$ cat config.mk
export PLATFORM = sky130hd
export DESIGN_NAME = xoshiro_range_generator_unit
export DESIGN_NICKNAME = d
export VERILOG_FILES = /design/src/hw/rtl/xrg_pkg.sv /design/src/hw/rtl/xoshiro_range_generator_unit.sv /design/src/hw/rtl/xrg_front.sv /design/src/hw/rtl/xrg_queue.sv /design/src/hw/rtl/xrg_engine.sv
export VERILOG_INCLUDE_DIRS = /design/src /design/src/hw/rtl
export SDC_FILE = /design/constraint.sdc
export NUM_CORES = 2
export LEC_CHECK = 0
export BUFFER_PORTS_ARGS = -buffer_cell sky130_fd_sc_hd__clkbuf_2
export CORE_MARGIN = 5
export CORE_UTILIZATION = 58
export CTS_BUF_LIST = sky130_fd_sc_hd__clkbuf_4
export DETAILED_ROUTE_END_ITERATION = 8
export MAX_ROUTING_LAYER = met4
export PLACE_DENSITY = 0.79
export SLEW_MARGIN = 20
export SYNTH_ARGS = -nofsm -noshare
export SYNTH_HDL_FRONTEND = slang
export SYNTH_SLANG_ARGS = --single-unit
$ cat constraint.sdc
create_clock -name clk_i -period 9.5 [get_ports clk_i]
set_clock_uncertainty 0.05 [all_clocks]
set_input_delay 1.425 -clock clk_i [delete_from_list [all_inputs] [get_ports clk_i]]
set_output_delay 1.425 -clock clk_i [all_outputs]
set_load 0.02 [all_outputs]
$ cat src/hw/rtl/xoshiro_range_generator_unit_assert.svh
// ---------------------------------------------------------------------------
// Assertion macros for the xoshiro range generator unit
// Shared concurrent check forms, all disabled while reset is asserted.
// ---------------------------------------------------------------------------
`ifndef XOSHIRO_RANGE_GENERATOR_UNIT_ASSERT_SVH
`define XOSHIRO_RANGE_GENERATOR_UNIT_ASSERT_SVH

// Same-cycle implication.
`define XRG_ASSERT_SAME(lbl, clk, rstn, ante, cons, msg) \
  lbl: assert property (@(posedge clk) disable iff (!rstn) (ante) |-> (cons)) \
    else $error(msg);

// Next-cycle implication.
`define XRG_ASSERT_NEXT(lbl, clk, rstn, ante, cons, msg) \
  lbl: assert property (@(posedge clk) disable iff (!rstn) (ante) |=> (cons)) \
    else $error(msg);

`endif

$ cat src/hw/rtl/xrg_pkg.sv
`timescale 1ns / 1ps
// ---------------------------------------------------------------------------
// xrg_pkg
// Types and constants shared by the range generator front end, queue and
// generator engine.
// ---------------------------------------------------------------------------
package xrg_pkg;

  localparam int WordW        = 64;
  localparam int WarmCntW     = 5;
  localparam int DefWarmup    = 16;
  localparam int DefQueueDepth = 2;
  localparam logic [WordW-1:0] SeedFill = 64'h0000_0000_0000_00ff;

  // Request kinds carried in the input tuser field.
  typedef enum logic [1:0] {
    MODE_FRACTION = 2'd0,
    MODE_RAW      = 2'd1,
    MODE_BOUNDED  = 2'd2,
    MODE_RESEED   = 2'd3
  } mode_e;

  // Configuration register indexes.
  typedef enum logic {
    REG_SEED_FIRST  = 1'b0,
    REG_SEED_SECOND = 1'b1
  } reg_idx_e;

  // A classified request as it waits in the queue.
  typedef struct packed {
    mode_e            mode;
    logic             err;
    logic [WordW-1:0] low;
    logic [WordW-1:0] span;
    logic [WordW-1:0] mask;
  } req_t;

endpackage

$ cat src/hw/rtl/xoshiro_range_generator_unit.sv
`timescale 1ns / 1ps
// ---------------------------------------------------------------------------
// xoshiro_range_generator_unit
// xoshiro256** generator returning fractions, raw words or bounded integers.
// ---------------------------------------------------------------------------
// Requests arrive on the s_axis channel: tuser carries the mode, tdata the
// signed lower bound (low 64 bits) and upper bound (high 64 bits). Each
// request gives exactly one result on m_axis: tdata is the value, tuser the
// range error flag. Seeds are written through cfg_we_i / cfg_index_i /
// cfg_wdata_i and take effect on the next reseed; the user is bound to write
// them only while the unit is idle, which the block itself does not enforce.
// A request passes the front-end stage register and a short queue. The
// engine pops it when idle, draws a word and evaluates it; a rejected
// bounded draw is redrawn, and a reseed loads the seeds and runs
// WARMUP_ROUNDS warmup steps, the generator advancing one step per cycle.
// The engine serves one request at a time, while the front stage and queue
// keep taking requests; a result sits in the output register until taken.
// After reset the generator state is loaded from zero seeds and the engine
// runs WARMUP_ROUNDS warmup steps before it serves the queue; requests are
// still taken into the queue meanwhile. A stalled receiver holds the output
// register; the queue and front stage then fill and s_axis_tready drops.
// ---------------------------------------------------------------------------
module xoshiro_range_generator_unit
  import xrg_pkg::*;
#(
  parameter int WARMUP_ROUNDS = DefWarmup,
  parameter int QUEUE_DEPTH   = DefQueueDepth
) (
  input  logic         clk_i,
  input  logic         rst_ni,
  input  logic         s_axis_tvalid,
  output logic         s_axis_tready,
  input  logic [127:0] s_axis_tdata,  // range_low [63:0], range_high [127:64]
  input  logic [1:0]   s_axis_tuser,  // mode [1:0]
  output logic         m_axis_tvalid,
  input  logic         m_axis_tready,
  output logic [63:0]  m_axis_tdata,  // value [63:0]
  output logic [0:0]   m_axis_tuser,  // range_error [0]
  input  logic         cfg_we_i,
  input  logic         cfg_index_i,
  input  logic [63:0]  cfg_wdata_i
);

  logic push_valid, push_ready, pop_valid, pop_ready;
  req_t push_req, pop_req;

  xrg_front u_front (
    .clk_i        (clk_i),
    .rst_ni       (rst_ni),
    .in_valid_i   (s_axis_tvalid),
    .in_ready_o   (s_axis_tready),
    .in_mode_i    (mode_e'(s_axis_tuser)),
    .in_low_i     (s_axis_tdata[63:0]),
    .in_high_i    (s_axis_tdata[127:64]),
    .push_valid_o (push_valid),
    .push_ready_i (push_ready),
    .push_req_o   (push_req)
  );

  xrg_queue #(
    .DEPTH (QUEUE_DEPTH)
  ) u_queue (
    .clk_i        (clk_i),
    .rst_ni       (rst_ni),
    .push_valid_i (push_valid),
    .push_ready_o (push_ready),
    .push_req_i   (push_req),
    .pop_valid_o  (pop_valid),
    .pop_ready_i  (pop_ready),
    .pop_req_o    (pop_req)
  );

  xrg_engine #(
    .WARMUP_ROUNDS (WARMUP_ROUNDS)
  ) u_engine (
    .clk_i       (clk_i),
    .rst_ni      (rst_ni),
    .cfg_we_i    (cfg_we_i),
    .cfg_index_i (reg_idx_e'(cfg_index_i)),
    .cfg_wdata_i (cfg_wdata_i),
    .pop_valid_i (pop_valid),
    .pop_ready_o (pop_ready),
    .pop_req_i   (pop_req),
    .out_valid_o (m_axis_tvalid),
    .out_ready_i (m_axis_tready),
    .out_value_o (m_axis_tdata),
    .out_err_o   (m_axis_tuser[0])
  );

endmodule

$ cat src/hw/rtl/xrg_front.sv
`timescale 1ns / 1ps
// ---------------------------------------------------------------------------
// xrg_front
// Accepts requests, computes the bounded span, range error and rejection
// mask, and hands the classified request to the queue.
// ---------------------------------------------------------------------------
module xrg_front
  import xrg_pkg::*;
(
  input  logic                    clk_i,
  input  logic                    rst_ni,
  input  logic                    in_valid_i,
  output logic                    in_ready_o,
  input  mode_e                   in_mode_i,
  input  logic signed [WordW-1:0] in_low_i,
  input  logic signed [WordW-1:0] in_high_i,
  output logic                    push_valid_o,
  input  logic                    push_ready_i,
  output req_t                    push_req_o
);

  logic             valid_q, valid_d;
  mode_e            mode_q;
  logic             err_q;
  logic [WordW-1:0] low_q;
  logic [WordW-1:0] span_q;
  logic [WordW-1:0] mask;
  logic             load;

  assign in_ready_o = !valid_q || push_ready_i;
  assign load       = in_valid_i && in_ready_o;

  // Stage occupancy.
  always_comb begin
    valid_d = valid_q;
    if (load) begin
      valid_d = 1'b1;
    end else if (push_ready_i) begin
      valid_d = 1'b0;
    end
  end

  always_ff @(posedge clk_i or negedge rst_ni) begin
    if (!rst_ni) begin
      valid_q <= 1'b0;
    end else begin
      valid_q <= valid_d;
    end
  end

  // Span and bound check are taken with the request.
  always_ff @(posedge clk_i) begin
    if (load) begin
      mode_q <= in_mode_i;
      low_q  <= in_low_i;
      span_q <= in_high_i - in_low_i;
      err_q  <= (in_low_i > in_high_i);
    end
  end

  // Smear the span down from its top set bit. A span of the form 2^k-1
  // is its own mask, so a masked draw then never needs a retry.
  always_comb begin
    mask = span_q;
    mask = mask | (mask >> 1);
    mask = mask | (mask >> 2);
    mask = mask | (mask >> 4);
    mask = mask | (mask >> 8);
    mask = mask | (mask >> 16);
    mask = mask | (mask >> 32);
  end

  assign push_valid_o    = valid_q;
  assign push_req_o.mode = mode_q;
  assign push_req_o.err  = err_q;
  assign push_req_o.low  = low_q;
  assign push_req_o.span = span_q;
  assign push_req_o.mask = mask;

endmodule

$ cat src/hw/rtl/xrg_queue.sv
`timescale 1ns / 1ps
// ---------------------------------------------------------------------------
// xrg_queue
// Short request queue between the front end and the generator engine.
// ---------------------------------------------------------------------------
module xrg_queue
  import xrg_pkg::*;
#(
  parameter int DEPTH = DefQueueDepth
) (
  input  logic clk_i,
  input  logic rst_ni,
  input  logic push_valid_i,
  output logic push_ready_o,
  input  req_t push_req_i,
  output logic pop_valid_o,
  input  logic pop_ready_i,
  output req_t pop_req_o
);

  localparam int PtrW = (DEPTH > 1) ? $clog2(DEPTH) : 1;
  localparam int CntW = $clog2(DEPTH + 1);
  localparam logic [PtrW-1:0] LastPtr = PtrW'(DEPTH - 1);
  localparam logic [CntW-1:0] FullCnt = CntW'(DEPTH);

  req_t            entries_q [DEPTH];
  logic [PtrW-1:0] wr_ptr_q, wr_ptr_d;
  logic [PtrW-1:0] rd_ptr_q, rd_ptr_d;
  logic [CntW-1:0] count_q, count_d;
  logic            push, pop;

  assign push_ready_o = (count_q != FullCnt);
  assign pop_valid_o  = (count_q != '0);
  assign push         = push_valid_i && push_ready_o;
  assign pop          = pop_valid_o && pop_ready_i;
  assign pop_req_o    = entries_q[rd_ptr_q];

  // Pointer and fill count update.
  always_comb begin
    wr_ptr_d = wr_ptr_q;
    rd_ptr_d = rd_ptr_q;
    count_d  = count_q;
    if (push) begin
      wr_ptr_d = (wr_ptr_q == LastPtr) ? '0 : wr_ptr_q + 1'b1;
    end
    if (pop) begin
      rd_ptr_d = (rd_ptr_q == LastPtr) ? '0 : rd_ptr_q + 1'b1;
    end
    if (push && !pop) begin
      count_d = count_q + 1'b1;
    end else if (pop && !push) begin
      count_d = count_q - 1'b1;
    end
  end

  always_ff @(posedge clk_i or negedge rst_ni) begin
    if (!rst_ni) begin
      wr_ptr_q <= '0;
      rd_ptr_q <= '0;
      count_q  <= '0;
    end else begin
      wr_ptr_q <= wr_ptr_d;
      rd_ptr_q <= rd_ptr_d;
      count_q  <= count_d;
    end
  end

  // Entry storage.
  always_ff @(posedge clk_i) begin
    if (push) begin
      entries_q[wr_ptr_q] <= push_req_i;
    end
  end

endmodule

$ cat src/hw/rtl/xrg_engine.sv
`timescale 1ns / 1ps
`include "xoshiro_range_generator_unit_assert.svh"
// ---------------------------------------------------------------------------
// xrg_engine
// Generator state, seed registers, request sequencer and result register.
// ---------------------------------------------------------------------------
module xrg_engine
  import xrg_pkg::*;
#(
  parameter int WARMUP_ROUNDS = DefWarmup
) (
  input  logic             clk_i,
  input  logic             rst_ni,
  input  logic             cfg_we_i,
  input  reg_idx_e         cfg_index_i,
  input  logic [WordW-1:0] cfg_wdata_i,
  input  logic             pop_valid_i,
  output logic             pop_ready_o,
  input  req_t             pop_req_i,
  output logic             out_valid_o,
  input  logic             out_ready_i,
  output logic [WordW-1:0] out_value_o,
  output logic             out_err_o
);

  localparam logic [WarmCntW-1:0] WarmStart = WarmCntW'(WARMUP_ROUNDS);

  typedef enum logic [4:0] {
    S_INIT = 5'b00001,
    S_IDLE = 5'b00010,
    S_EVAL = 5'b00100,
    S_WARM = 5'b01000,
    S_HOLD = 5'b10000
  } fsm_e;

  fsm_e                fsm_q, fsm_d;
  logic [WordW-1:0]    st_q [4];
  logic [WordW-1:0]    st_d [4];
  logic [WordW-1:0]    nxt [4];
  logic [WordW-1:0]    word_q, word_d, word;
  logic [WarmCntW-1:0] cnt_q, cnt_d;
  req_t                cur_q, cur_d;
  logic [WordW-1:0]    seed0_q, seed1_q;
  logic                out_valid_q, out_valid_d;
  logic [WordW-1:0]    out_value_q;
  logic                out_err_q;
  logic                out_free, out_load;
  logic [WordW-1:0]    w2, w3, t5, rot, r, bnd_val, res_value;
  logic                fits, retry, res_err;

  // One xoshiro256** step and its output word. The multiplies by 5 and 9
  // are shift-and-add.
  always_comb begin
    w2     = st_q[2] ^ st_q[0];
    w3     = st_q[3] ^ st_q[1];
    nxt[0] = st_q[0] ^ w3;
    nxt[1] = st_q[1] ^ w2;
    nxt[2] = w2 ^ (st_q[1] << 17);
    nxt[3] = {w3[18:0], w3[63:19]};
    t5     = st_q[1] + {st_q[1][61:0], 2'b00};
    rot    = {t5[56:0], t5[63:57]};
    word   = rot + {rot[60:0], 3'b000};
  end

  // Result of the current request from the registered draw.
  always_comb begin
    r       = word_q & cur_q.mask;
    fits    = (r <= cur_q.span);
    bnd_val = r + cur_q.low;
    retry   = (cur_q.mode == MODE_BOUNDED) && !cur_q.err && !fits;
    res_err = (cur_q.mode == MODE_BOUNDED) && cur_q.err;
    case (cur_q.mode)
      MODE_FRACTION: res_value = {11'd0, word_q[63:11]};
      MODE_RAW:      res_value = word_q;
      MODE_BOUNDED:  res_value = cur_q.err ? '0 : bnd_val;
      default:       res_value = '0;
    endcase
  end

  assign out_free = !out_valid_q || out_ready_i;

  // Request sequencer.
  always_comb begin
    fsm_d       = fsm_q;
    st_d        = st_q;
    word_d      = word_q;
    cnt_d       = cnt_q;
    cur_d       = cur_q;
    pop_ready_o = 1'b0;
    out_load    = 1'b0;
    case (fsm_q)
      S_INIT: begin
        if (cnt_q != '0) begin
          st_d  = nxt;
          cnt_d = cnt_q - 1'b1;
        end else begin
          fsm_d = S_IDLE;
        end
      end
      S_IDLE: begin
        pop_ready_o = 1'b1;
        if (pop_valid_i) begin
          cur_d = pop_req_i;
          if (pop_req_i.mode == MODE_RESEED) begin
            st_d[0] = seed0_q;
            st_d[1] = SeedFill;
            st_d[2] = seed1_q;
            st_d[3] = '0;
            cnt_d   = WarmStart;
            fsm_d   = S_WARM;
          end else begin
            st_d   = nxt;
            word_d = word;
            fsm_d  = S_EVAL;
          end
        end
      end
      S_EVAL: begin
        if (retry) begin
          st_d   = nxt;
          word_d = word;
        end else begin
          fsm_d = S_HOLD;
        end
      end
      S_WARM: begin
        if (cnt_q != '0) begin
          st_d  = nxt;
          cnt_d = cnt_q - 1'b1;
        end else begin
          fsm_d = S_HOLD;
        end
      end
      S_HOLD: begin
        if (out_free) begin
          out_load = 1'b1;
          fsm_d    = S_IDLE;
        end
      end
      default: fsm_d = S_IDLE;
    endcase
  end

  always_ff @(posedge clk_i or negedge rst_ni) begin
    if (!rst_ni) begin
      fsm_q   <= S_INIT;
      st_q[0] <= '0;
      st_q[1] <= SeedFill;
      st_q[2] <= '0;
      st_q[3] <= '0;
      cnt_q   <= WarmStart;
    end else begin
      fsm_q <= fsm_d;
      st_q  <= st_d;
      cnt_q <= cnt_d;
    end
  end

  always_ff @(posedge clk_i) begin
    word_q <= word_d;
    cur_q  <= cur_d;
  end

  // Seed registers.
  always_ff @(posedge clk_i or negedge rst_ni) begin
    if (!rst_ni) begin
      seed0_q <= '0;
      seed1_q <= '0;
    end else if (cfg_we_i) begin
      case (cfg_index_i)
        REG_SEED_FIRST:  seed0_q <= cfg_wdata_i;
        REG_SEED_SECOND: seed1_q <= cfg_wdata_i;
        default:         seed0_q <= seed0_q;
      endcase
    end
  end

  // Result register.
  always_comb begin
    out_valid_d = out_valid_q;
    if (out_load) begin
      out_valid_d = 1'b1;
    end else if (out_ready_i) begin
      out_valid_d = 1'b0;
    end
  end

  always_ff @(posedge clk_i or negedge rst_ni) begin
    if (!rst_ni) begin
      out_valid_q <= 1'b0;
    end else begin
      out_valid_q <= out_valid_d;
    end
  end

  always_ff @(posedge clk_i) begin
    if (out_load) begin
      out_value_q <= res_value;
      out_err_q   <= res_err;
    end
  end

  assign out_valid_o = out_valid_q;
  assign out_value_o = out_value_q;
  assign out_err_o   = out_err_q;

  // Checks on the sequencer.
  `XRG_ASSERT_SAME(a_load_free, clk_i, rst_ni, out_load, out_free, "result overwritten")
  `XRG_ASSERT_SAME(a_bounded_fits, clk_i, rst_ni,
    (fsm_q == S_HOLD) && (cur_q.mode == MODE_BOUNDED) && !cur_q.err, fits,
    "bounded draw out of span")
  `XRG_ASSERT_NEXT(a_warm_count, clk_i, rst_ni,
    ((fsm_q == S_WARM) || (fsm_q == S_INIT)) && (cnt_q != '0),
    cnt_q == $past(cnt_q) - 1'b1, "warmup count skipped")
  `XRG_ASSERT_SAME(a_pop_idle, clk_i, rst_ni, pop_ready_o, fsm_q == S_IDLE,
    "queue popped while busy")

endmodule

==> Word level (Yosys, flattened, before mapping) <==
Memory sizes are Yosys's and may differ from the RTL's.
Index checks and enable logic that the tools add are counted.
{ "totals": {"register_bits": 855, "ramBits": 390, "input_bits": 200, "output_inout_bits": 67, "word_cells": 136, "memories": 1} }
{ "mem_list": {"columns": ["memory", "words", "width", "rd", "rd_ports_with_merged_regs", "write_ports", "line", "source"], "rows": [
  ["u_queue.entries_q", 2, 195, 1, 0, 1, "xrg_queue.sv:26", "req_t entries_q [DEPTH];"]
]} }
{ "classes": {"addsub": 9, "n_lt_le_gt_ge": 2, "n_eq_ne": 18, "n_mux": 35, "n_bitwise": 13, "reduce_logical": 33} }
{ "ops": {"columns": ["op", "n"], "rows": [
  ["$mux 256", 4],
  ["$pmux 256 s3", 1],
  ["$xor 64x64->64", 5],
  ["$mux 64", 4],
  ["$add 64x64->64", 3],
  ["$pmux 64 s3", 1],
  ["$pmux 64 s2", 1],
  ["$and 64x64->64", 1],
  ["$gt 64x64->1", 1],
  ["$le 64x64->1", 1],
  ["$or 64x32->64", 1],
  ["$or 64x48->64", 1],
  ["$or 64x56->64", 1],
  ["$or 64x60->64", 1],
  ["$or 64x62->64", 1],
  ["$or 64x63->64", 1],
  ["$sub 64x64->64", 1],
  ["$mux 5", 8],
  ["$pmux 5 s5", 1],
  ["$ne 2x2->1 const B", 6],
  ["$reduce_and 4->1", 3],
  ["$reduce_bool 2->1", 6],
  ["$mux 1", 11],
  ["$pmux 5 s2", 1],
  ["24 further kinds", 45]
]} }

==> Longest topological paths before layout <==
{ "depth": {"depth_word": 6, "depth_mapped": 27, "ltp_nobuf": 27} }

==> By module <==
Synthesis repeated with hierarchy kept, for this count alone.
{ "unflattened": {"cells_unflattened": 5569, "area_unflattened_um2": 65185.0} }
{ "by_module_without_submodules": {"columns": ["mod", "instances", "cells_per_inst", "area_each_um2", "seq_area_each_um2"], "rows": [
  ["xrg_engine", 1, 4093, 41766.3, 19626.3],
  ["xrg_queue", 1, 625, 14843.0, 11811.3],
  ["xrg_front", 1, 851, 8575.7, 3958.8]
]} }

==> Least setup slack after synthesis <==
OpenSTA, ideal clock, no wires.
{ "synth_timing": {"path_type": "reg-to-reg", "from": "register u_queue.count_q[0]", "to": "memory u_queue.entries_q[0][0] (netlist bit), enable pin", "setup_time_ps": 751, "arrival_time_ps": 8682, "t_required_ps": 8699, "path_slack_ps": 18, "stages_incl_launch_ff": 4, "path_buffers": 0, "period_less_slack_ps": 9482, "path_cell_list": "dfrtp_1 > nand2b_1 > nand2_1 > nor2_1"} }
{ "synth_between": {"elab_chain_len": 4} }
{ "synth_rtl": {"columns": ["element", "line", "source"], "rows": [
  ["start: declaration", "xrg_queue.sv:29", "logic [CntW-1:0] count_q, count_d;"],
  ["start signal: assignment", "xrg_queue.sv:64", "count_q <= count_d;"],
  ["$ne 2x2->1", "xrg_queue.sv:32", "assign push_ready_o = (count_q != FullCnt);"],
  ["$logic_and 1x1->1", "xrg_queue.sv:34", "assign push = push_valid_i && push_ready_o;"],
  ["$mux 1", "xrg_queue.sv:70", "if (push) begin"],
  ["$mux 1 (implied by the code)", "xrg_queue.sv:71", "entries_q[wr_ptr_q] <= push_req_i;"],
  ["end: declaration", "xrg_queue.sv:26", null]
]} }
No other way between the ends.

==> Final worst setup path <==
{ "layout_timing": {"from": "register u_engine.st_q[128] (netlist bit)", "to": "register u_engine.word_q[62], data pin"} }
{ "layout_between": {"elab_chain_len": 5, "word_cells_on_any_way": 6, "cone_classes": "2 x add/sub; 4 x mux"} }
{ "layout_rtl": {"columns": ["element", "line", "source"], "rows": [
  ["start: declaration", "xrg_engine.sv:37", "logic [WordW-1:0] st_q [4];"],
  ["start signal: assignment", "xrg_engine.sv:154", "st_q <= st_d;"],
  ["$add 64x64->64 *", "xrg_engine.sv:60", "t5 = st_q[1] + {st_q[1][61:0], 2'b00};"],
  ["$add 64x64->64 *", "xrg_engine.sv:62", "word = rot + {rot[60:0], 3'b000};"],
  ["named net u_engine.word[62]", "xrg_engine.sv:40", "logic [WordW-1:0] word_q, word_d, word;"],
  ["$mux 64", "xrg_engine.sv:104", "if (pop_req_i.mode == MODE_RESEED) begin"],
  ["$mux 64", "xrg_engine.sv:102", "if (pop_valid_i) begin"],
  ["$pmux 64 s2 *", "xrg_engine.sv:91", "case (fsm_q)"],
  ["end signal: assignment", "xrg_engine.sv:160", "word_q <= word_d;"],
  ["end: declaration", "xrg_engine.sv:40", null]
]} }
The timed path passes the listed nets; every way through them passes the cells marked *. The select of a mux whose other input is x is not followed.
A chain may end at the register's enable or synchronous reset.

==> impl_metrics.py <==
metrics = {
    "yosys": {
        "synth_commonest_cells": "edfxtp_1 (842), a21oi_1 (443), dfrtp_1 (390)",
        "yosysTopAreaCellShare_pct": 39.63,
        "yosysTopAreaCell": "edfxtp_1",
        "synth_nets": 6084,
        "yosys_warnings": 0,
        "ys.flop_type": "edfxtp_1",
        "yosysSeqAreaShare_pct": 55.33,
        "synthArstFlopShare_pct": 32.21,
        "synthCells": 5566,
        "synth_area_um2": 63800,
        "syn_area_per_cell_um2": 11.46,
        "post-synth-top-count-cell": "edfxtp_1",
        "ys_ff_latch": 1242,
        "synthTopCellsByArea": "edfxtp_1 (40%), dfrtp_1 (15%), ha_1 (6.2%)",
        "synth_edf_count": 842,
        "ys_types": 78,
    },
    "grt": {
        "grt_antenna_before_repair": 8,
        "grt_overflow": 0,
        "grt_usage_pct": 30.21,
        "grt_pass1_vias": 45407,
        "grt_pass1_wl_mm": 264.7,
        "grt_max_degree": 151,
    },
    "setup_path": {
        "startpoint_type": "flop",
        "end_kind": "flop",
        "reg2reg_from": "u_engine.st_q[128]",
        "cp_top_family": "compound AO/OA/AOI/OAI gates",
        "worstReg2RegEnd": "u_engine.word_q[62]",
        "crit_fanout": 7,
        "critPathBufInv": 0,
        "reg2reg_slack_ns": 1.10,
        "crit_chain": "ha_1, fa_1, a21oi_1, o21ai_0, o31a_1, a31o_2, a21oi_1, o41ai_1, nand4_1, and2_1, o21ai_0, a41oi_1, xnor2_1, ha_1, a21oi_1, o21ai_0, nor3b_1, o21ai_0, o31ai_1, a31oi_1, o41ai_1, a21oi_1, o41ai_1, xor2_1",
        "max_stage_delay_ns": 0.90,
        "critPathKind": "flop to flop",
        "required_ns": 10.38,
        "crit_slowest_cell": "o41ai_1",
        "startpoint": "u_engine.st_q[128]",
        "reg2regPathDepth": 24,
        "crit_arrival_ns": 9.28,
    },
    "hold_path": {
        "hold_class": "primary input to async pin",
    },
    "die": {
        "core.rowCount": 121,
        "die-width_um": 341.7,
        "die_area_um2": 116700,
        "die_y_um": 341.7,
        "core_um2": 109000,
        "start_util_pct": 58.53,
        "ioPinCount": 267,
    },
    "placed_design": {
        "place_congestion": 0.9875,
        "port_buffers": 266,
        "dpl.hpwl_mm": 125.1,
    },
    "clocking": {
        "cts.sinks": 1242,
        "clock_path_buffers": 4,
        "h-tree-depth": 5,
        "clk_pin_slew_worst_paths_ns": 0.07,
        "cts_made_buffers": 336,
        "root_buffer": "clkbuf_4",
        "hold_buffers": 0,
        "clk_latency_ns": 1.24,
        "cts_resized": 0,
        "tritoncts": "built",
        "post_cts_buffers": 0,
    },
    "layout": {
        "areaGrowthSynthToFinish_pct": 10.56,
        "utilization_pct": 64.72,
        "finalNetCount": 6479,
        "final_layout_size_suffix_gt1_share_pct": 19.45,
    },
    "flow_run": {
        "maxCapViolations": 0,
    },
    "detailed_routing": {
        "drtIter0Drc": 4655,
        "vias": 46018,
        "drt-wirelength-per-cell_um": 22.83,
        "dr.pass1.iters": 5,
        "ant_nets": 0,
        "drc": 0,
        "drt-vias-per-instance": 6.056,
        "drt_wl_total_mm": 173.5,
    },
    "timing": {
        "finalSetupViolCount": 0,
        "slew-limit-headroom_pct": 25.34,
        "fin_tns_setup_ns": 0,
        "fin_crit_sh_pct": 88.44,
        "hold_violations": 0,
        "rsz0062_at_grt": "no",
        "slew_violations": 0,
        "fmax_mhz": 119.0,
        "min_period_ns": 8.401,
        "tightestPinTransition_ns": 1.108,
    },
    "run_status": {
        "status": "finished clean",
    },
}
kinds of logic (layout without fill, tap and decap cells):
group	after synthesis	after routing	synth area share, %
AO/OA/AOI/OAI	1389	1389	13.09
AND/OR/NAND/NOR	1280	1280	9.456
flip-flops	1242	1242	55.33
buffers and inverters	494	1103	2.914
XOR/XNOR	475	475	6.520
multiplexers	368	368	6.407
adder cells (fa/ha/maj)	318	318	6.283
other	0	10	0
per-stage QoR:
| stage | hold WS [ns] | area, µm² | cells | setup WS, ns |
|---|---|---|---|---|
| final | 0.1846 | 70540 | 7599 | 1.099 |
| after global routing | 0.1983 | 70540 | 7598 | 0.5133 |
| after CTS | 0.1447 | 70520 | 7589 | 1.288 |
| after detailed placement | 0.3796 | 66460 | 7037 | 1.389 |
| after global placement | 0.3714 | 66450 | 7037 | 1.591 |
| after floorplan | 0.3715 | 63800 | 5566 | 0.01757 |
cells in the final DEF, fill, tap and decap left out, types with 81 or more instances in the layout:
cell,n
edfxtp_1,842
clkbuf_4,476
a21oi_1,443
dfrtp_1,389
o21ai_0,387
nor2_1,377
nand2_1,348
mux2_2,323
ha_1,314
xor2_1,268
clkbuf_2,265
inv_1,248
xnor2_1,207
a21o_1,173
nand3_1,106
nor3_1,100
o22ai_1,86
and2_1,81
area by class of cell:
class | count | area [µm²]
Fill cell | 8328 | 38460
Sequential cell | 1242 | 35310
Multi-Input combinational cell | 3830 | 26720
Clock buffer | 476 | 3573
Tap cell | 1414 | 1769
Timing Repair Buffer | 302 | 1712
Inverter | 249 | 942.2
Clock inverter | 76 | 489.2
Antenna cell | 10 | 25.02
registers in the layout (all words and copies together) (netlist names):
name,flops
u_queue.entries_q,388
u_engine.seed0_q,64
u_engine.out_value_o,64
u_front.err_q,1
u_engine.cur_q,194
u_engine.seed1_q,64
u_engine.cnt_q,5
u_front.span_q,64
u_engine.out_err_o,1
u_front.mode_q,2
u_engine.fsm_q,5
u_engine.st_q,256
u_queue.count_q,2
u_front.low_q,64
u_engine.out_valid_o,1
u_engine.word_q,64
u_queue.rd_ptr_q,1
u_front.push_valid_o,1
u_queue.wr_ptr_q,1
how the worst max path moves through the flow:
stage	slack (ns)	endpoint	cells past startpoint
final	1.10	u_engine.word_q[62]	24
after global routing	0.51	u_engine.word_q[62]	24
after floorplan	0.02	u_queue.entries_q[0][0]	3
after CTS	1.29	u_engine.word_q[62]	24
after global placement	1.59	u_engine.word_q[59]	27
after detailed placement	1.39	u_engine.word_q[62]	24
metal layers:
layer / wire, µm / global-route usage (%) / share of wire [%] / up-vias
li1: - / - / - / 21315
met1: 72840 / 40.36 / 42 / 22503
met2: 80830 / 46.30 / 47 / 1879
met3: 14530 / 6.729 / 8.4 / 321
met4: 5257 / 10.27 / 3.0 / 0
met5: 0 / - / 0 / -
Power is left out: the tool's default activity adds up to more than one toggle a clock period on the data nets, which glitch-free logic cannot reach.
